`src/rtl/mcg_pkg.sv`:
```
// Shared types and constants for the RGBA8 mip chain generator.
// No dependencies; every other file of the block uses it.
package mcg_pkg;

  localparam int PIXEL_W  = 32;
  localparam int WIDTH_W  = 13;
  localparam int HEIGHT_W = 16;
  localparam int BOFF_W   = WIDTH_W + 1;
  localparam int LEVEL_W  = 4;
  localparam int CHAIN_W  = 29;
  localparam int SUM_W    = 10;

  localparam int DEF_MAX_WIDTH  = 4096;
  localparam int DEF_MAX_LEVELS = 16;

  localparam int QDEPTH = 4;

  // Register indexes, decoded from paddr[2].
  localparam logic REG_IMAGE_WIDTH  = 1'b0;
  localparam logic REG_IMAGE_HEIGHT = 1'b1;

  // Geometry of one downsampling step, from level k to level k+1.
  typedef struct packed {
    logic [WIDTH_W-1:0]  pw;
    logic [HEIGHT_W-1:0] ph;
    logic [WIDTH_W-1:0]  nw;
    logic [HEIGHT_W-1:0] nh;
    logic [BOFF_W-1:0]   boff;
    logic [CHAIN_W-1:0]  start;
    logic [CHAIN_W-1:0]  size;
  } geom_entry_t;

endpackage

```
`src/rtl/mcg_geom.sv`:
```
// Level geometry table of the mip chain generator, rebuilt one level per
// cycle after reset or a register write. Depends on mcg_pkg.
module mcg_geom #(
  parameter int MAX_WIDTH  = mcg_pkg::DEF_MAX_WIDTH,
  parameter int MAX_LEVELS = mcg_pkg::DEF_MAX_LEVELS,
  localparam int LVL_W     = $clog2(MAX_LEVELS)
) (
  input  logic                         clk,
  input  logic                         rst,
  input  logic                         restart,
  input  logic [mcg_pkg::WIDTH_W-1:0]  image_width,
  input  logic [mcg_pkg::HEIGHT_W-1:0] image_height,
  input  logic [LVL_W-1:0]             rd_idx,
  output mcg_pkg::geom_entry_t         entry,
  output logic [LVL_W-1:0]             gen_levels,
  output logic                         ready
);
  import mcg_pkg::*;

  localparam logic [1:0] G_INIT = 2'd0;
  localparam logic [1:0] G_RUN  = 2'd1;
  localparam logic [1:0] G_DONE = 2'd2;

  logic [1:0]          gstate;
  logic [WIDTH_W-1:0]  w;
  logic [HEIGHT_W-1:0] h;
  logic [CHAIN_W-1:0]  acc;
  logic [BOFF_W-1:0]   boff;
  logic [LVL_W-1:0]    j;
  geom_entry_t         tbl [MAX_LEVELS];

  logic [WIDTH_W-1:0]  w0;
  logic [HEIGHT_W-1:0] h0;
  logic [WIDTH_W-1:0]  nw;
  logic [HEIGHT_W-1:0] nh;
  logic [WIDTH_W-1:0]  mul_a;
  logic [HEIGHT_W-1:0] mul_b;
  logic [CHAIN_W-1:0]  prod;
  logic                more;

  always_comb begin
    if (image_width == '0) begin
      w0 = WIDTH_W'(1);
    end else if (32'(image_width) > 32'(MAX_WIDTH)) begin
      w0 = WIDTH_W'(MAX_WIDTH);
    end else begin
      w0 = image_width;
    end
    h0 = (image_height == '0) ? HEIGHT_W'(1) : image_height;
    nw = (w > WIDTH_W'(1)) ? (w >> 1) : WIDTH_W'(1);
    nh = (h > HEIGHT_W'(1)) ? (h >> 1) : HEIGHT_W'(1);
    mul_a = (gstate == G_INIT) ? w0 : nw;
    mul_b = (gstate == G_INIT) ? h0 : nh;
    prod  = CHAIN_W'(mul_a * mul_b);
    more  = (w > WIDTH_W'(1) || h > HEIGHT_W'(1)) && (32'(j) + 1 < MAX_LEVELS);
  end

  assign ready = (gstate == G_DONE);
  assign entry = tbl[rd_idx];

  always_ff @(posedge clk) begin
    if (rst || restart) begin
      gstate     <= G_INIT;
      j          <= '0;
      gen_levels <= '0;
    end else begin
      unique case (gstate)
        G_INIT: begin
          j      <= '0;
          gstate <= G_RUN;
        end
        G_RUN: begin
          if (more) begin
            j <= j + 1'b1;
          end else begin
            gen_levels <= j;
            gstate     <= G_DONE;
          end
        end
        default: begin
          gstate <= G_DONE;
        end
      endcase
    end
  end

  always_ff @(posedge clk) begin
    if (gstate == G_INIT) begin
      w    <= w0;
      h    <= h0;
      acc  <= prod;
      boff <= '0;
    end else if (gstate == G_RUN && more) begin
      tbl[j] <= '{pw: w, ph: h, nw: nw, nh: nh, boff: boff, start: acc, size: prod};
      acc    <= acc + prod;
      boff   <= boff + BOFF_W'(nw);
      w      <= nw;
      h      <= nh;
    end
  end

endmodule

```
`config.mk`:
```
export PLATFORM = sky130hd
export DESIGN_NAME = mcg_geom
export DESIGN_NICKNAME = d
export VERILOG_FILES = /design/src/rtl/mcg_pkg.sv /design/src/rtl/mcg_geom.sv
export SDC_FILE = /design/constraint.sdc
export NUM_CORES = 2
export LEC_CHECK = 0
export BUFFER_PORTS_ARGS = -buffer_cell sky130_fd_sc_hd__clkbuf_2
export CORE_ASPECT_RATIO = 0.75
export CORE_UTILIZATION = 30
export DETAILED_ROUTE_END_ITERATION = 16
export HOLD_SLACK_MARGIN = 0.03
export PLACE_DENSITY = 0.47
export REMOVE_ABC_BUFFERS = 1
export SYNTH_ARGS = -nofsm -noshare
export SYNTH_HDL_FRONTEND = slang
export SYNTH_SLANG_ARGS = --single-unit
```
`constraint.sdc`:
```
create_clock -name clk -period 17.6 [get_ports clk]
set_clock_uncertainty 0.1 [all_clocks]
set_input_delay 2.64 -clock clk [delete_from_list [all_inputs] [get_ports clk]]
set_output_delay 2.64 -clock clk [all_outputs]
set_load 0.05 [all_outputs]
```
-- Word level (Yosys, flattened, before mapping)
Memory sizes are Yosys's and may differ from the RTL's.
Cells that the tools add are included.
- register bits: 82
- memory bits (writable): 2048
- bits of input ports: 36
- output and inout bits: 135
- word-level logic and storage cells: 53
- memories kept: 1
- memory list (memory ; words ; bits a word ; read ports ; clocked after Yosys merged registers in ; wr ports ; RTL line ; text):
    tbl ; 16 ; 128 ; 1 ; 0 ; 1 ; mcg_geom.sv:30 ; geom_entry_t tbl [MAX_LEVELS];
- add/subtract/negate cells: 4
- multiply operators: 1
- magnitude comparators: 4
- equality and inequality tests: 4
- muxes and demuxes: 20
- bitwise operators: 1
- reductions and logical operators: 11
- operators with widths (operator ; number):
    2-to-1 mux 13 bit ; 5
    2-to-1 mux 16 bit ; 4
    2-to-1 mux 29 bit ; 2
    adder 29 bit ; 1
    multiplier 13 x 16 -> 29 bit ; 1
    greater-than comparator 16 x 1 -> 1 bit, second input constant ; 1
    logical NOT 16 bit ; 1
    2-to-1 mux 15 bit ; 1
    adder 14 x 12 -> 14 bit ; 1
    greater-than comparator 13 x 1 -> 1 bit, second input constant ; 1
    greater-than comparator 13 bit, second input constant ; 1
    logical NOT 13 bit ; 1
    2-to-1 mux 12 bit ; 1
    one-hot mux 4 bit (2 select lines) ; 1
    adder 4 x 1 -> 5 bit, second input constant ; 1
    less-than comparator 5 bit, second input constant ; 1
    adder 4 x 1 -> 4 bit, second input constant ; 1
    2-to-1 mux 4 bit ; 1
    != test 2 bit, second input constant ; 2
    one-hot mux 2 bit (2 select lines) ; 1
    AND reduction 2 bit ; 2
    nonzero test 2 bit ; 2
    2-to-1 mux 1 bit ; 3
    == test 2 x 1 -> 1 bit, second input constant ; 1
    6 further kinds ; 8

-- Logic depth before layout (Yosys ltp)
- depth after elaboration: 8
- mapped depth: 35

-- Least setup slack after synthesis
Ideal clock, no wire load.
- path type: register to register
- start point: register w[3]
- end point: memory tbl[0][0] in the netlist's numbering (enable)
- library setup time: 772 ps
- arrival: 10288 ps
- path slack: 6440 ps
- cell stages (with the launch flop): 8
- path through: edfxtp_1 nor4_1 nand3_1 o21ai_1 nor3b_1 clkbuf_1 nand2_1 nor3_1
- longest elaborated chain between the ends: 7
- RTL lines (element ; RTL line ; text):
    from (decl) ; mcg_geom.sv:25 ; logic [WIDTH_W-1:0] w;
    from (signal assigned) ; mcg_geom.sv:89 ; w <= w0;
    from (signal assigned) ; mcg_geom.sv:97 ; w <= nw;
    greater-than comparator 13 x 1 -> 1 bit ; mcg_geom.sv:55 ; more = (w > WIDTH_W'(1) || h > HEIGHT_W'(1)) && (32'(j) + 1 < MAX_LEVELS);
    logical OR 1 bit ; mcg_geom.sv:55 ;
    logical AND 1 bit ; mcg_geom.sv:55 ;
    logical AND 1 bit ; mcg_geom.sv:93 ; end else if (gstate == G_RUN && more) begin
    2-to-1 mux 1 bit ; mcg_geom.sv:93 ;
    2-to-1 mux 1 bit ; mcg_geom.sv:88 ; if (gstate == G_INIT) begin
    2-to-1 mux 1 bit (implied by the code) ; mcg_geom.sv:94 ; tbl[j] <= '{pw: w, ph: h, nw: nw, nh: nh, boff: boff, start: acc, size: prod};
    to (decl) ; mcg_geom.sv:30 ;
No other way between the ends.

-- Final worst setup path
- start point: input port image_width[4] in the netlist's numbering
- end point: register acc[24] (data pin)
- longest elaborated chain between the ends: 8
- elaborated cells on any way between the ends: 9
- those cells by class: add/sub (1); mul (1); order compare (1); mux (5); reduce/logical (1)
- RTL lines (element ; RTL line ; text):
    from (decl) ; mcg_geom.sv:11 ; input logic [mcg_pkg::WIDTH_W-1:0] image_width,
    greater-than comparator 13 bit ; mcg_geom.sv:44 ; end else if (32'(image_width) > 32'(MAX_WIDTH)) begin
    2-to-1 mux 13 bit ; mcg_geom.sv:44 ;
    2-to-1 mux 13 bit (*) ; mcg_geom.sv:42 ; if (image_width == '0) begin
    2-to-1 mux 13 bit (*) ; mcg_geom.sv:52 ; mul_a = (gstate == G_INIT) ? w0 : nw;
    multiplier 13 x 16 -> 29 bit (*) ; mcg_geom.sv:54 ; prod = CHAIN_W'(mul_a * mul_b);
    net prod[19] ; mcg_geom.sv:38 ; logic [CHAIN_W-1:0] prod;
    adder 29 bit (*) ; mcg_geom.sv:95 ; acc <= acc + prod;
    2-to-1 mux 29 bit (*) ; mcg_geom.sv:93 ;
    2-to-1 mux 29 bit (*) ; mcg_geom.sv:88 ;
    to (signal assigned) ; mcg_geom.sv:91 ; acc <= prod;
    to (signal assigned) ; mcg_geom.sv:95 ;
    to (decl) ; mcg_geom.sv:27 ; logic [CHAIN_W-1:0] acc;
Mark *: on every way through the listed nets, which the timed path passes. The rest lies on a longest branch. The select of a mux whose other input is x is not followed.
A chain may end at the register's enable or synchronous reset.

==> results.json <==
{
  "status": "complete, no violations",
  "ys_seq_area_share_pct": 71.7,
  "synth-seq-cells": 2130,
  "synth_top_family_by_area": "multiplexers",
  "synth_compound_area_share_pct": 1.89,
  "cts_setup_buffers": 0,
  "start_kind": "input port",
  "dpl-instance-area_mm2": 0.0954,
  "root_buffer": "clkbuf_16",
  "hold_path_depth": 2,
  "crit_family": "adder cells",
  "num_vias": 43500,
  "final_hold_viol_count": 0,
  "yosysTopAreaCell": "edfxtp_1",
  "maxSlewHeadroom_pct": 17.2,
  "crit_path_max_incr_delay_ns": 0.72,
  "start_util_pct": 30.3,
  "via_per_inst": 4.93,
  "core_area_mm2": 0.294,
  "critPathCaptureType": "flip-flop",
  "synth_top_area_share_pct": 71.1,
  "pwr-share-comb_pct": 30.2,
  "synth.avg_cell_area_um2": 20.6,
  "synth-main-ff-cell": "edfxtp_1",
  "layout.nets": 5049,
  "cp_common_cell": "fa_1",
  "cts.sinks": 2130,
  "synthMuxAreaShare_pct": 16.2,
  "ant_nets": 0,
  "p_leak_uw": 0.0337,
  "layout-drive-gt1-share_pct": 25.8,
  "drt_iter0_markers": 4075,
  "cp_num_buf_inv": 6,
  "dr.pass1.iters": 6,
  "synthTopCellsByArea": "edfxtp_1 (71%), mux4_2 (16%), fa_1 (3.5%), ha_1 (1.7%), inv_1 (0.97%)",
  "hpwl_um": 136000,
  "grt_pass1_wl_um": 343000,
  "maxSlewViolCount": 0,
  "layout_commonest_cell": "edfxtp_1",
  "drc": 0,
  "ioPinCount": 171,
  "crit_fanout": 18,
  "gp_congestion": 0.842,
  "synth_edf_count": 2106,
  "grt_pass1_vias": 45400,
  "dieArea_mm2": 0.299,
  "finalSetupViolations": 0,
  "antenna_found_initial": 7,
  "instances_no_fill": 8828,
  "fillers": 27500,
  "internal-power_uw": 11100,
  "grt-ovfl-total": 0,
  "final_cell_mix": "edfxtp_1 (2106), mux4_2 (627), inv_1 (228), clkbuf_16 (216), nand2_1 (180)",
  "clk_latency_ns": 0.87,
  "cts_buffers": 213,
  "hp-class": "reg2reg",
  "ys_async_sr_fraction_pct": 0,
  "crit_slowest_cell": "a21oi_1",
  "dp.cells": 8436,
  "r2r_cells": 31,
  "max_cap_viol_count": 0,
  "synthXorXnorAreaFrac_pct": 0.491,
  "setup_tns_ns": 0,
  "routedWlPerCell_um": 27.0,
  "synth-adder-area-share_pct": 5.22,
  "power_frac_clock_pct": 27.0,
  "crit_required_ns": 18.05,
  "crit_arrival_ns": 11.33,
  "rrSetupSlack_ns": 8.04,
  "synth_cells": 4312,
  "rows": 172,
  "path_depth": 33,
  "power_density_mw_per_mm2": 162,
  "yosysWarnings": 0,
  "switching_share_pct": 33.1,
  "cts_tree": "done",
  "die_h_um": 473,
  "clockBufferDepth": 4,
  "clkSlewWorstSetupHoldPaths_ns": 0.07,
  "fin_area_mm2": 0.102,
  "p_sw_uw": 5480,
  "fin_crit_sh_pct": 61.8,
  "grt_setup_unrepaired": "no",
  "portBuffers": 168,
  "grt.total_usage_pct": 15.9,
  "tightest_slew_ns": 1.24,
  "final_util_pct": 34.8,
  "ir_worst_vdd_mv": 0.276,
  "whs_ns": 0.409,
  "grt_max_degree": 117,
  "cts_resized": 0,
  "cts_hold_buffers": 0,
  "path_class": "in2reg",
  "ys_types": 74,
  "pwr-share-seq_pct": 42.9,
  "cts_htree_levels": 4,
  "fmax_ghz": 0.0919,
  "synth-simple-area-share_pct": 2.46,
  "routed_wl_um": 239000,
  "die_w_um": 631,
  "area_growth_pct": 14.9,
  "finalCriticalPeriod_ns": 10.88,
  "netlist_area_mm2": 0.0889
}
==> per-layer routing <==
layer  vias up  GRT usage (%)  wire length (um)
met4         0           3.45              5210
li1      18200              -                 -
met2      1076           25.0            110000
met5         -              0                 0
met3       298           2.08             10700
met1     24000           23.5            112000
==> final cells by class <==
class	instances	area, um^2	share of cell area [%]
Antenna cell	9	22.5	0.0220
Clock buffer	259	5610	5.49
Clock inverter	124	1110	1.09
Inverter	243	913	0.894
Multi-Input combinational cell	1856	24000	23.5
Sequential cell	2130	63700	62.4
Tap cell	3915	4900	4.79
Timing Repair Buffer	292	1920	1.88
==> logic make-up (layout without fill, tap and decap cells) <==
family	Yosys count	count (layout)
AO/OA/AOI/OAI	259	259
XOR/XNOR	49	49
adder cells (fa/ha/maj)	277	277
buffers and inverters	455	918
flip-flops	2130	2130
multiplexers	659	659
other	1	139
AND/OR/NAND/NOR	482	482
==> sequential cells by signal, indices dropped and copies added (netlist names) <==
signal	flops
tbl	2048
j	4
gstate	2
acc	29
w	13
h	16
boff	14
gen_levels	4
==> cell usage after synthesis, types with 13 or more instances <==
cell type	instances
a211oi_1	23
a21o_1	19
a21oi_1	93
and2_1	13
and3_1	18
buf_1	23
buf_2	62
clkbuf_1	123
dfxtp_1	24
edfxtp_1	2106
fa_1	156
ha_1	121
inv_1	229
mux2i_1	30
mux4_2	627
nand2_1	180
nand3_1	27
nor2_1	145
nor2b_1	22
nor3_1	16
o21ai_0	28
o21ai_1	14
xnor2_1	32
xor2_1	16
==> final timing paths <==
kind	from	to
min	gen_levels[3]	gen_levels[3]
max reg2reg	gstate[1]	acc[24]
min reg2reg	gen_levels[3]	gen_levels[3]
max	image_width[4]	acc[24]
==> power by group through the flow <==
stage	logic [uW]	clock network (uW)	registers, uW
after floorplan	3240	0	7120
after global placement	4980	0	7200
after detailed placement	5010	0	7220
after CTS	5040	4600	7110
after global routing	5510	4780	7140
final	4990	4470	7100
==> worst min-delay path, cell delays in order (launching register included) <==
cell and delay (ns):
dfxtp_1 0.32, mux2i_1 0.07, nor2_1 0.08
==> metrics by stage <==
stage | setup WS, ns | total power, uW
after floorplan | 5.39 | 10400
after global placement | 6.05 | 12200
after detailed placement | 6.02 | 12200
after CTS | 6.85 | 16700
after global routing | 6.22 | 17400
final | 6.72 | 16600
Note: power is estimated with default switching activity, not from simulation.
