[src/rtl/mcg_pkg.sv]
// Shared types and constants for the RGBA8 mip chain generator.
// No dependencies; every other file of the block uses it.
package mcg_pkg;

  localparam int PIXEL_W  = 32;
  localparam int WIDTH_W  = 13;
  localparam int HEIGHT_W = 16;
  localparam int BOFF_W   = WIDTH_W + 1;
  localparam int LEVEL_W  = 4;
  localparam int CHAIN_W  = 29;
  localparam int SUM_W    = 10;

  localparam int DEF_MAX_WIDTH  = 4096;
  localparam int DEF_MAX_LEVELS = 16;

  localparam int QDEPTH = 4;

  // Register indexes, decoded from paddr[2].
  localparam logic REG_IMAGE_WIDTH  = 1'b0;
  localparam logic REG_IMAGE_HEIGHT = 1'b1;

  // Geometry of one downsampling step, from level k to level k+1.
  typedef struct packed {
    logic [WIDTH_W-1:0]  pw;
    logic [HEIGHT_W-1:0] ph;
    logic [WIDTH_W-1:0]  nw;
    logic [HEIGHT_W-1:0] nh;
    logic [BOFF_W-1:0]   boff;
    logic [CHAIN_W-1:0]  start;
    logic [CHAIN_W-1:0]  size;
  } geom_entry_t;

endpackage

[src/rtl/mcg_front.sv]
// Front part of the mip chain generator: a short queue of base pixels.
// Depends on mcg_pkg.
module mcg_front (
  input  logic                       clk,
  input  logic                       rst,
  input  logic                       in_valid,
  output logic                       in_stall,
  input  logic [mcg_pkg::PIXEL_W-1:0] in_pixel,
  output logic                       q_valid,
  output logic [mcg_pkg::PIXEL_W-1:0] q_pixel,
  input  logic                       q_pop
);
  import mcg_pkg::*;

  localparam int PTR_W = $clog2(QDEPTH);

  logic [PIXEL_W-1:0] buf_mem [QDEPTH];
  logic [PTR_W-1:0]   wr_ptr;
  logic [PTR_W-1:0]   rd_ptr;
  logic [PTR_W:0]     count;
  logic               push;
  logic               pop;

  assign in_stall = (count == (PTR_W+1)'(QDEPTH));
  assign push     = in_valid && !in_stall;
  assign q_valid  = (count != '0);
  assign pop      = q_pop && q_valid;
  assign q_pixel  = buf_mem[rd_ptr];

  always_ff @(posedge clk) begin
    if (push) begin
      buf_mem[wr_ptr] <= in_pixel;
    end
  end

  always_ff @(posedge clk) begin
    if (rst) begin
      wr_ptr <= '0;
      rd_ptr <= '0;
      count  <= '0;
    end else begin
      if (push) begin
        wr_ptr <= wr_ptr + 1'b1;
      end
      if (pop) begin
        rd_ptr <= rd_ptr + 1'b1;
      end
      if (push && !pop) begin
        count <= count + 1'b1;
      end else if (pop && !push) begin
        count <= count - 1'b1;
      end
    end
  end

endmodule

[config.mk]
export PLATFORM = sky130hd
export DESIGN_NAME = mcg_front
export DESIGN_NICKNAME = d
export VERILOG_FILES = /design/src/rtl/mcg_pkg.sv /design/src/rtl/mcg_front.sv
export SDC_FILE = /design/constraint.sdc
export NUM_CORES = 1
export LEC_CHECK = 0
export ABC_AREA = 1
export ABC_CLOCK_PERIOD_IN_PS = 4650
export BUFFER_PORTS_ARGS = -buffer_cell sky130_fd_sc_hd__buf_2
export CORE_UTILIZATION = 61
export CTS_CLUSTER_DIAMETER = 80
export DETAILED_ROUTE_END_ITERATION = 8
export HOLD_SLACK_MARGIN = 0.1
export PLACE_DENSITY_LB_ADDON = 0.05
export SETUP_SLACK_MARGIN = 0.3
export SLEW_MARGIN = 20
export SYNTH_ARGS = -nofsm -noshare
export SYNTH_HDL_FRONTEND = slang
export SYNTH_SLANG_ARGS = --single-unit
[constraint.sdc]
create_clock -name clk -period 4.65 [get_ports clk]
set_input_delay 0.2325 -clock clk [delete_from_list [all_inputs] [get_ports clk]]
set_output_delay 0.2325 -clock clk [all_outputs]
set_load 0.1 [all_outputs]
Word level (Yosys, flattened, before mapping)
Memories as Yosys holds them, arrays and structs flattened. A register that Yosys moved wholly into a read port is not among the register bits.
Index checks and enable logic that the tools add are counted.
{"block": "word_totals", "mem_count": 1, "input_bits": 36, "ramBits": 128, "word_cells": 24, "register_bits": 7}
{"block": "classes", "reduce_logical": 9, "mux": 6, "n_addsub": 4, "eq_ne": 1}
{"name": "buf_mem", "words": 4, "width": 32, "rd": 1, "rd_ports_with_merged_regs": 1, "write_ports": 1, "line_no": "mcg_front.sv:17", "rtl": "logic [PIXEL_W-1:0] buf_mem [QDEPTH];"}
{"op": "$mux W3", "n": 2}
{"op": "$add A2 B1 Y2 const B", "n": 2}
{"op": "$logic_and A1 B1 Y1", "n": 4}
{"op": "$mux W2", "n": 2}
{"op": "$add A3 B1 Y3 const B", "n": 1}
{"op": "$eq A3 B3 Y1 const B", "n": 1}
{"op": "$logic_not A1 Y1", "n": 3}
{"op": "$reduce_bool A3 Y1", "n": 1}
{"op": "$sub A3 B1 Y3 const B", "n": 1}
{"op": "$mux W1", "n": 2}
{"op": "$reduce_bool A2 Y1", "n": 1}

Longest topological paths before layout
Gate-level depths: netlist of run 1.
{"block": "logic_depth", "ltp_word": 7, "ltp_mapped": 13, "mapped_depth_nobuf": 13}

Worst setup path after synthesis of run 1
No wires, ideal clock.
{"block": "synth_path", "path_kind": "register to register", "from": "register count[0]", "to": "memory buf_mem[0][0], enable pin", "required_ps": 4229, "path_buffers": 0, "arrival_ps": 1993, "stages_incl_launch_ff": 5, "period_less_slack_ps": 2414, "path_slack_ps": 2236, "cell_sequence": "dfxtp_1 nor2_2 nand2_1 nand2_2 nor2_1"}
{"block": "synth_via", "elab_chain_len": 5}
{"item": "from (decl)", "line_no": "mcg_front.sv:20", "rtl": "logic [PTR_W:0] count;"}
{"item": "from (signal assigned)", "line_no": "mcg_front.sv:49", "rtl": "count <= count + 1'b1;"}
{"item": "from (signal assigned)", "line_no": "mcg_front.sv:51", "rtl": "count <= count - 1'b1;"}
{"item": "$eq A3 B3 Y1", "line_no": "mcg_front.sv:24", "rtl": "assign in_stall = (count == (PTR_W+1)'(QDEPTH));"}
{"item": "$logic_not A1 Y1", "line_no": "mcg_front.sv:25", "rtl": "assign push = in_valid && !in_stall;"}
{"item": "$logic_and A1 B1 Y1", "line_no": "mcg_front.sv:25"}
{"item": "$mux W1", "line_no": "mcg_front.sv:31", "rtl": "if (push) begin"}
{"item": "$mux W1 (implied by the code)", "line_no": "mcg_front.sv:32", "rtl": "buf_mem[wr_ptr] <= in_pixel;"}
{"item": "to (decl)", "line_no": "mcg_front.sv:17"}
Every way passes these cells.

==> flow_summary_export.csv, run 1 <==
group,metric,value,unit
setup_path,cp_top_family,"buffers and inverters",
final_layout,final_area,0.00656,mm2
setup_path,critPathRequiredTime,4.42,ns
clock_tree,cts-hold-fix-buffers,36,
clock_tree,cts_resized,0,
clock_tree,cts_buffers,17,
setup_path,max_stage_delay,0.66,ns
pwr,p_leak,0.00239,uW
worst_hold_path,hold_path_end,"buf_mem[3][6]",
final_layout,syn2layout_area_growth,24.5,%
timing,fmax,362,MHz
clock_tree,clock_sinks,137,
floorplan,die_w,94.9,um
global_route,antenna_found_initial,0,
setup_path,worstPathCellList,"buf_4 -> o21ai_0 -> o22ai_1 -> buf_2",
detailed_routing,drtIter0Drc,260,
global_route,grt_pass1_vias,3245,
pwr,swShare,0.450,
clock_tree,postCtsSetupRepairBufs,0,
setup_path,critical_path_buf_inv_count,2,
synth,synth_fp_nets,420,
clock_tree,htreeDepth,4,
timing,layout_min_cycle_time,2.76,ns
synth,syn_area,0.00527,mm2
global_route,grt-ovfl-total,0,
final_layout,mostFrequentLayoutCell,"edfxtp_1",
floorplan,die_area,0.00901,mm2
final_layout,final_cell_mix,"edfxtp_1 (128), nor2_1 (73), buf_2 (69), o21ai_0 (37), dlygate4sd3_1 (36)",
placed_design,place_ws,2.43,ns
synth,synth_top_cells_by_area,"edfxtp_1 (73%), nor2_1 (5.5%), o22ai_1 (3.8%)",
clock_tree,clock_path_buffers,2,
worst_hold_path,hold_class,"input pin to register",
synth,syn_area_per_cell,13.9,um2
synth,ys_ff_latch,137,
timing,slew_headroom,0.300,
timing,setup_viol,0,
synth,yosysSeqAreaShare,0.764,
worst_hold_path,hold_depth,2,
pwr,internal_power,2560,uW
floorplan,core-area,0.00830,mm2
setup_path,endpoint_kind,"output pin",
clock_tree,clk_pin_slew,0.06,ns
setup_path,r2r-start,"count[1]",
global_route,grt_pass1_wl,15400,um
final_layout,layout-drive-gt1-share,0.223,
setup_path,r2r_cells,9,
setup_path,worstPathMaxFanout,40,
synth,synth_top_area_share,0.730,
pwr,p_sw,2090,uW
detailed_routing,drcViolationCount,0,
setup_path,arrival,2.53,ns
placed_design,port_buffers,69,
placed_design,place.detailed.hpwl,5190,um
pwr,combPwrFrac,0.392,
clock_tree,clock-root-buffer,"clkbuf_8",
detailed_routing,wl_per_cell,16.7,um
placed_design,placed_area,0.00563,mm2
synth,yosys.area.top_type,"edfxtp_1",
floorplan,rows,33,
timing,fin_ws,1.89,ns
pwr,p_seq_frac,0.337,
final_layout,layoutNonFillerInstCount,603,
flow_run,cap_violations,0,
worst_hold_path,worstHoldStart,"in_pixel[6]",
floorplan,top_level_ports,70,
synth,yosys_warnings,0,
global_route,grt_max_degree,65,
timing,drv_slew,0,
timing,grt_setup_unrepaired,"false",
clock_tree,cts_tree,"yes",
detailed_routing,vias,3315,
placed_design,place_congestion,0.717,
placed_design,dp_cells,535,
detailed_routing,ant_nets,0,
timing,worst_pin_slew,1.05,ns
pwr,pwr-share-clk,0.271,
final_layout,fillers,480,
setup_path,slowest_stage,"dfxtp_2",
detailed_routing,drt_pass1_iterations,4,
setup_path,rrSetupSlack,2.62,ns
detailed_routing,vias_per_cell,5.50,
run_status,status,"finished clean",
timing,period_share,0.593,
timing,skew,0.00953,ns
synth,ys_types,22,
final_layout,n_antenna_cell,0,
setup_path,startpoint_type,"register",
clock_tree,worstSkewPairLatency,0.51,ns
final_layout,finish.net_count,527,
pwr,max-vdd-ir-drop,588,uV
floorplan,start_util,0.635,
timing,fin_tns_setup,0,ns
setup_path,crit_type,"register to output pin",
pwr,power-per-cell-area,709,mW/mm2
floorplan,dieHeight,94.9,um
timing,finalHoldViolations,0,
detailed_routing,wirelength,10100,um
setup_path,reg2reg_to,"count[1]",
synth,syn_inst,378,
global_route,grt.total_usage,0.243,
-- cell usage after synthesis --
cell type    n
dfxtp_1      9
inv_2        1
nand2_1     14
o21ai_1     28
inv_1       15
buf_2        6
xor2_1       1
a21oi_1      3
o21ai_0     37
ha_1         5
clkbuf_1     1
nand2_2      1
buf_6        9
nand3_1      4
inv_8        1
nand3b_1     1
edfxtp_1   128
nor2_1      77
buf_4        3
nor2_2       1
o22ai_1     32
fa_1         1
-- power by group through the flow --
stage / Combinational (uW) / Clock [uW] / Sequential (uW)
6_report: 1820 / 1260 / 1570
5_1_grt: 1910 / 1320 / 1580
4_1_cts: 1820 / 1270 / 1570
3_5_place_dp: 1780 / 0 / 1590
3_3_place_gp: 1770 / 0 / 1590
2_1_floorplan: 1560 / 0 / 1570
-- cell families after synthesis --
family	Yosys count	share of synthesized area
adder cells (fa/ha/maj)	6	0.0157
AND/OR/NAND/NOR	98	0.0725
XOR/XNOR	1	0.00166
AO/OA/AOI/OAI	100	0.103
buffers and inverters	36	0.0435
flip-flops	137	0.764
-- registers in the layout (all words and copies together), names as in the netlist, named ones only --
| name | cells |
|---|---|
| buf_mem | 128 |
| wr_ptr | 2 |
| count | 3 |
| rd_ptr | 2 |
-- layout make-up --
cell class	instances	area (um2)	area share
timing repair buffer	107	721	0.110
multi-input combinational	205	1040	0.159
clock inverter	14	149	0.0227
tap	105	131	0.0200
sequential	137	4030	0.614
clock buffer	18	418	0.0637
inverter	17	71.3	0.0109
-- per-stage QoR --
stage,util,power (uW),hold slack (ns)
floorplan,-,3130,0.302
global placement,0.679,3350,0.448
detailed placement,0.679,3380,0.449
CTS,0.790,4660,0.448
global route,0.790,4820,0.461
finish,0.790,4650,0.478
-- routing by layer --
metal	GRT usage	part of all wire	wire length [um]
met2	0.408	0.52	5260
met5	0	0	0
met3	0.0491	0.052	521
met4	0.130	0.0060	60
met1	0.299	0.42	4230
-- how the worst max path moves through the flow --
stage	start	end	slack (ns)	depth (start not counted)
after detailed placement	register	q_pixel[26]	2.43	4
after global routing	register	q_pixel[26]	1.72	4
after global placement	register	q_pixel[26]	2.50	4
final	register	q_pixel[26]	1.89	4
after CTS	register	q_pixel[26]	1.85	4
after floorplan	count[0]	buf_mem[0][0]	2.24	4
Power figures use the tool's default switching activity.
==> run 2, diff against run 1 <==
- ABC_AREA: 1 -> 0
- ABC_CLOCK_PERIOD_IN_PS: 4650 -> 2500
- CORE_UTILIZATION: 61 -> 51
- clock period: 4.65 -> 2.5 ns (I/O delays scaled with it)
==> flow_summary_export.csv, run 2 <==
group,metric,value,unit
floorplan,dieHeight,102,um
timing,drv_slew,0,
synth,synth_mux_area_frac,0.146,
final_layout,layout-drive-gt1-share,0.443,
clock_tree,clk_pin_slew,0.06,ns
final_layout,n_antenna_cell,0,
timing,setup_viol,0,
pwr,internal_power,5170,uW
synth,syn_area,0.00513,mm2
global_route,grt_max_degree,19,
final_layout,seqCellArea,0.00404,mm2
floorplan,rows,36,
setup_path,cp_top_family,"buffers and inverters",
setup_path,r2r_cells,7,
timing,period_share,0.842,
final_layout,multiInputGateArea,0.00102,mm2
final_layout,syn2layout_area_growth,30.9,%
clock_tree,htreeDepth,4,
synth,synthTopCellsByCount,"edfxtp_1 (128), mux4_2 (30), dfxtp_1 (9)",
detailed_routing,drtIter0Drc,72,
detailed_routing,wirelength,8550,um
pwr,p_sw,3480,uW
timing,skew,0.00609,ns
pwr,combPwrFrac,0.387,
synth,ys_types,22,
synth,synth_most_common_cell,"edfxtp_1",
setup_path,max_stage_delay,0.51,ns
setup_path,crit_type,"register to output pin",
pwr,p_seq_frac,0.337,
global_route,grt.total_usage,0.179,
setup_path,worstPathMaxFanout,9,
synth,postSynth.asyncResetShare,0,
final_layout,mostFrequentLayoutCell,"edfxtp_1",
detailed_routing,vias_per_cell,5.06,
synth,synth_top_area_share,0.749,
placed_design,port_buffers,69,
synth,syn_inst,215,
pwr,swShare,0.402,
synth,synth-simple-area-share,0.0190,
floorplan,core-area,0.00977,mm2
global_route,antenna_found_initial,0,
clock_tree,worstSkewPairLatency,0.51,ns
synth,synth_fp_nets,257,
timing,finalHoldViolations,0,
timing,layout_min_cycle_time,2.10,ns
final_layout,final_cell_mix,"edfxtp_1 (128), buf_2 (60), dlygate4sd3_1 (35), mux4_2 (30), clkbuf_16 (17)",
synth,ys_ff_latch,137,
placed_design,dp_cells,418,
pwr,pwr-share-clk,0.276,
timing,worst_pin_slew,0.504,ns
final_layout,finish.net_count,388,
final_layout,layoutNonFillerInstCount,492,
synth,yosys.area.top_type,"edfxtp_1",
setup_path,worstPathCellList,"clkbuf_16 -> mux4_2 -> clkbuf_4",
pwr,p_leak,0.00237,uW
setup_path,slowest_stage,"mux4_2",
synth,synth-xor-area-share,0.00682,
setup_path,critPathRequiredTime,2.38,ns
setup_path,arrival,1.98,ns
final_layout,largest_reg_flops,128,
detailed_routing,vias,2490,
floorplan,start_util,0.525,
floorplan,die_w,102,um
final_layout,reg_top3,"buf_mem: 128 flops, count: 3 flops",
detailed_routing,drt_pass1_iterations,4,
setup_path,startpoint_type,"register",
timing,fmax,475,MHz
detailed_routing,wl_per_cell,17.4,um
placed_design,place.detailed.hpwl,5120,um
global_route,grt_pass1_vias,2624,
final_layout,fillers,660,
detailed_routing,drcViolationCount,0,
synth,yosysSeqAreaShare,0.784,
floorplan,top_level_ports,70,
timing,slew_headroom,0.666,
run_status,status,"finished clean",
placed_design,place_congestion,0.690,
synth,synth_top_cells_by_area,"edfxtp_1 (75%), mux4_2 (13%), dfxtp_1 (3.5%)",
pwr,power-per-cell-area,1290,mW/mm2
global_route,grt_pass1_wl,13100,um
final_layout,largest_register,"buf_mem",
clock_tree,cts_buffers,17,
clock_tree,cts_tree,"yes",
synth,yosys_warnings,0,
synth,synth_top_family_by_area,"multiplexers",
synth,yosys_most_used_dff,"edfxtp_1",
pwr,max-vdd-ir-drop,778,uV
setup_path,critical_path_buf_inv_count,2,
floorplan,die_area,0.0105,mm2
global_route,grt-ovfl-total,0,
timing,grt_setup_unrepaired,"false",
clock_tree,clock_sinks,137,
setup_path,endpoint_kind,"output pin",
worst_hold_path,hold_class,"input pin to register",
synth,syn_area_per_cell,23.9,um2
worst_hold_path,hold_depth,2,
setup_path,path_depth,3,
synth,synthAdderAreaFrac,0.0161,
clock_tree,clock_path_buffers,2,
synth,synth_compound_area_frac,0.00804,
detailed_routing,ant_nets,0,
timing,fin_tns_setup,0,ns
flow_run,cap_violations,0,
clock_tree,clock-root-buffer,"clkbuf_8",
synth,synth_edf_count,128,
## run 2: final timing paths
| path | startpoint | endpoint | slack (ns) |
|---|---|---|---|
| max | register | q_pixel[11] | 0.40 |
| min reg2reg | wr_ptr[1] | wr_ptr[1] | 0.52 |
| max reg2reg | count[1] | count[2] | 0.47 |
| min | in_pixel[24] | buf_mem[3][24] | 0.36 |
## run 2: power by group through the flow
stage | Clock [uW] | Sequential, uW | Combinational (uW)
finish | 2380 | 2920 | 3350
global route | 2520 | 2940 | 3490
CTS | 2420 | 2920 | 3240
detailed placement | 0 | 2960 | 3170
global placement | 0 | 2960 | 3160
floorplan | 0 | 2880 | 2830
## run 2: cell type report
| cell class | count | share of cell area |
|---|---|---|
| Inverter | 4 | 0.00223 |
| Sequential cell | 137 | 0.601 |
| Clock buffer | 18 | 0.0622 |
| Multi-Input combinational cell | 66 | 0.152 |
| Clock inverter | 14 | 0.0231 |
| Tap cell | 133 | 0.0248 |
| Timing Repair Buffer | 120 | 0.135 |
## run 2: cells by family after synthesis
group           after synthesis
flops                       137
mux                          34
simple gates                 16
buf+inv                      12
compound gates                6
fa+ha+maj                     6
xor+xnor                      4
## run 2: repair_timing
action,4_1_cts,5_1_grt
gates resized for setup,7,6
setup endpoints to repair,26,27
hold buffers,35,0
cloned,0,1
hold endpoints to repair,137,0
buffers inserted,0,6
## run 2: through the flow
| step | hold slack (ns) | power, uW | util | setup WS (ns) | instance area [um2] |
|---|---|---|---|---|---|
| 2_1_floorplan | 0.224 | 5710 | - | 0.0744 | 5150 |
| 3_3_place_gp | 0.340 | 6110 | 0.582 | 0.510 | 5690 |
| 3_5_place_dp | 0.339 | 6130 | 0.582 | 0.408 | 5690 |
| 4_1_cts | 0.338 | 8590 | 0.679 | 0.304 | 6630 |
| 5_1_grt | 0.361 | 8950 | 0.688 | 0.323 | 6720 |
| 6_report | 0.362 | 8650 | 0.688 | 0.396 | 6720 |
## run 2: layer usage
metal  track usage  part of all wire
met3        0.0534             0.034
met2         0.293              0.52
met1         0.223              0.44
met5             0                 0
met4        0.0824             0.014
==> run 3, diff against run 2 <==
- ABC_CLOCK_PERIOD_IN_PS: 2500 -> 1750
- clock period: 2.5 -> 1.75 ns (I/O delays scaled with it)
==> flow_summary_export.csv, run 3 (synthesis results as in run 2) <==
group,metric,value,unit
global_route,antenna_found_initial,0,
setup_path,critPathRequiredTime,1.66,ns
timing,finalHoldViolations,0,
setup_path,max_stage_delay,0.55,ns
setup_path,worstPathMaxFanout,10,
clock_tree,clock_sinks,137,
setup_path,cp_top_family,"multiplexers",
setup_path,endpoint_kind,"output pin",
floorplan,die_area,0.0105,mm2
timing,slew_headroom,0.782,
clock_tree,worstSkewPairLatency,0.52,ns
setup_path,slowest_stage,"mux4_2",
pwr,finalPower,13800,uW
run_status,violations,"setup timing",
global_route,grt_pass1_wl,16600,um
final_layout,mostFrequentLayoutCell,"edfxtp_1",
timing,fmax,497,MHz
timing,period_share,1.15,
pwr,p_seq_frac,0.300,
clock_tree,cts_tree,"yes",
floorplan,core-area,0.00977,mm2
timing,layout_min_cycle_time,2.01,ns
floorplan,top_level_ports,70,
final_layout,finish.net_count,431,
floorplan,start_util,0.525,
final_layout,final_cell_mix,"edfxtp_1 (128), dlygate4sd3_1 (35), buf_2 (35), buf_12 (35), buf_6 (34)",
setup_path,crit_type,"register to output pin",
clock_tree,htreeDepth,4,
final_layout,largest_reg_flops,128,
pwr,max-vdd-ir-drop,1260,uV
placed_design,place_congestion,0.703,
detailed_routing,drt_pass1_iterations,5,
floorplan,dieHeight,102,um
floorplan,die_w,102,um
setup_path,startpoint_type,"register",
floorplan,rows,36,
detailed_routing,vias,2834,
detailed_routing,drtIter0Drc,153,
timing,drv_slew,0,
global_route,grt_pass1_vias,2933,
final_layout,syn2layout_area_growth,53.5,%
setup_path,critical_path_buf_inv_count,2,
run_status,status,"finished with violations",
pwr,power-per-cell-area,1750,mW/mm2
final_layout,reg_top3,"buf_mem: 128 flops, count: 3 flops",
clock_tree,clock_path_buffers,2,
worst_hold_path,hold_class,"input pin to register",
final_layout,n_antenna_cell,0,
clock_tree,cts_buffers,17,
detailed_routing,drcViolationCount,0,
global_route,grt.total_usage,0.236,
detailed_routing,wirelength,11500,um
clock_tree,clk_pin_slew,0.06,ns
detailed_routing,wl_per_cell,21.5,um
placed_design,port_buffers,69,
pwr,internal_power,8420,uW
detailed_routing,vias_per_cell,5.31,
clock_tree,clock-root-buffer,"clkbuf_8",
timing,fin_ws,-0.262,ns
pwr,p_leak,0.00284,uW
flow_run,cap_violations,0,
setup_path,worstPathCellList,"buf_12 -> mux4_2 -> buf_6",
detailed_routing,ant_nets,0,
pwr,p_sw,5410,uW
final_layout,layout-drive-gt1-share,0.506,
timing,skew,0.0102,ns
final_layout,largest_register,"buf_mem",
pwr,pwr-share-clk,0.238,
setup_path,arrival,1.92,ns
timing,setup_viol,117,
timing,grt_setup_unrepaired,"true",
placed_design,place.detailed.hpwl,5000,um
global_route,grt-ovfl-total,0,
pwr,combPwrFrac,0.461,
pwr,swShare,0.391,
timing,worst_pin_slew,0.321,ns
global_route,grt_max_degree,17,
timing,fin_tns_setup,-14.05,ns
==> run 3: final cells by class <==
type	instances	area, um2
clock buffer	18	418
clock inverter	13	129
fill	483	1890
inverter	4	15.0
multi-input combinational	69	1070
sequential	137	4040
tap	133	166
timing repair buffer	160	2040
==> run 3: worst min-delay path, stage by stage <==
cell and delay (ns):
buf_2 0.07, inv_1 0.06, nor2_4 0.14, ha_4 0.18
mux2i_1 0.08, nor2_1 0.07
==> run 3: power groups by stage <==
stage	Sequential [uW]	Combinational, uW	Clock (uW)
2_1_floorplan	4120	4070	0
3_3_place_gp	4140	5250	0
3_5_place_dp	4150	5260	0
4_1_cts	4130	6260	3310
5_1_grt	4180	6590	3470
6_report	4150	6380	3300
==> run 3: worst paths after layout <==
check / depth (start not counted) / to / slack [ns] / start
worst max register to register: 8 / count[2] / -0.10 / count[2]
worst max-delay path: 3 / q_pixel[26] / -0.26 / register
worst min register to register: 2 / wr_ptr[0] / 0.55 / wr_ptr[0]
worst min-delay path: 6 / count[1] / 0.20 / in_valid
==> run 3: routing by layer <==
layer | global-route usage | vias to the layer above | wire length [um]
met5 | 0 | - | 0
met4 | 0.101 | 0 | 248
met3 | 0.0492 | 23 | 441
met2 | 0.389 | 92 | 5830
met1 | 0.307 | 1461 | 4950
li1 | - | 1258 | -
==> run 3: through the flow <==
| step | area, um2 | instances | worst slack [ns] | util | hold WS (ns) |
|---|---|---|---|---|---|
| final | 7880 | 534 | -0.262 | 0.806 | 0.204 |
| after global routing | 7880 | 534 | -0.305 | 0.806 | 0.232 |
| after floorplan | 5160 | 215 | -0.638 | - | 0.186 |
| after global placement | 5990 | 427 | -0.148 | 0.613 | 0.301 |
| after detailed placement | 5990 | 427 | -0.213 | 0.613 | 0.303 |
| after CTS | 7810 | 530 | -0.247 | 0.799 | 0.211 |
==> run 3: repair_timing <==
item                                    in CTS  in global routing
hold endpoints to repair                   137                  0
buffers inserted                            21                  3
hold buffers                                35                  0
pin swaps                                   10                  6
endpoints found under the setup margin     164                165
gates cloned                                16                  1
gates resized for setup                     97                  4
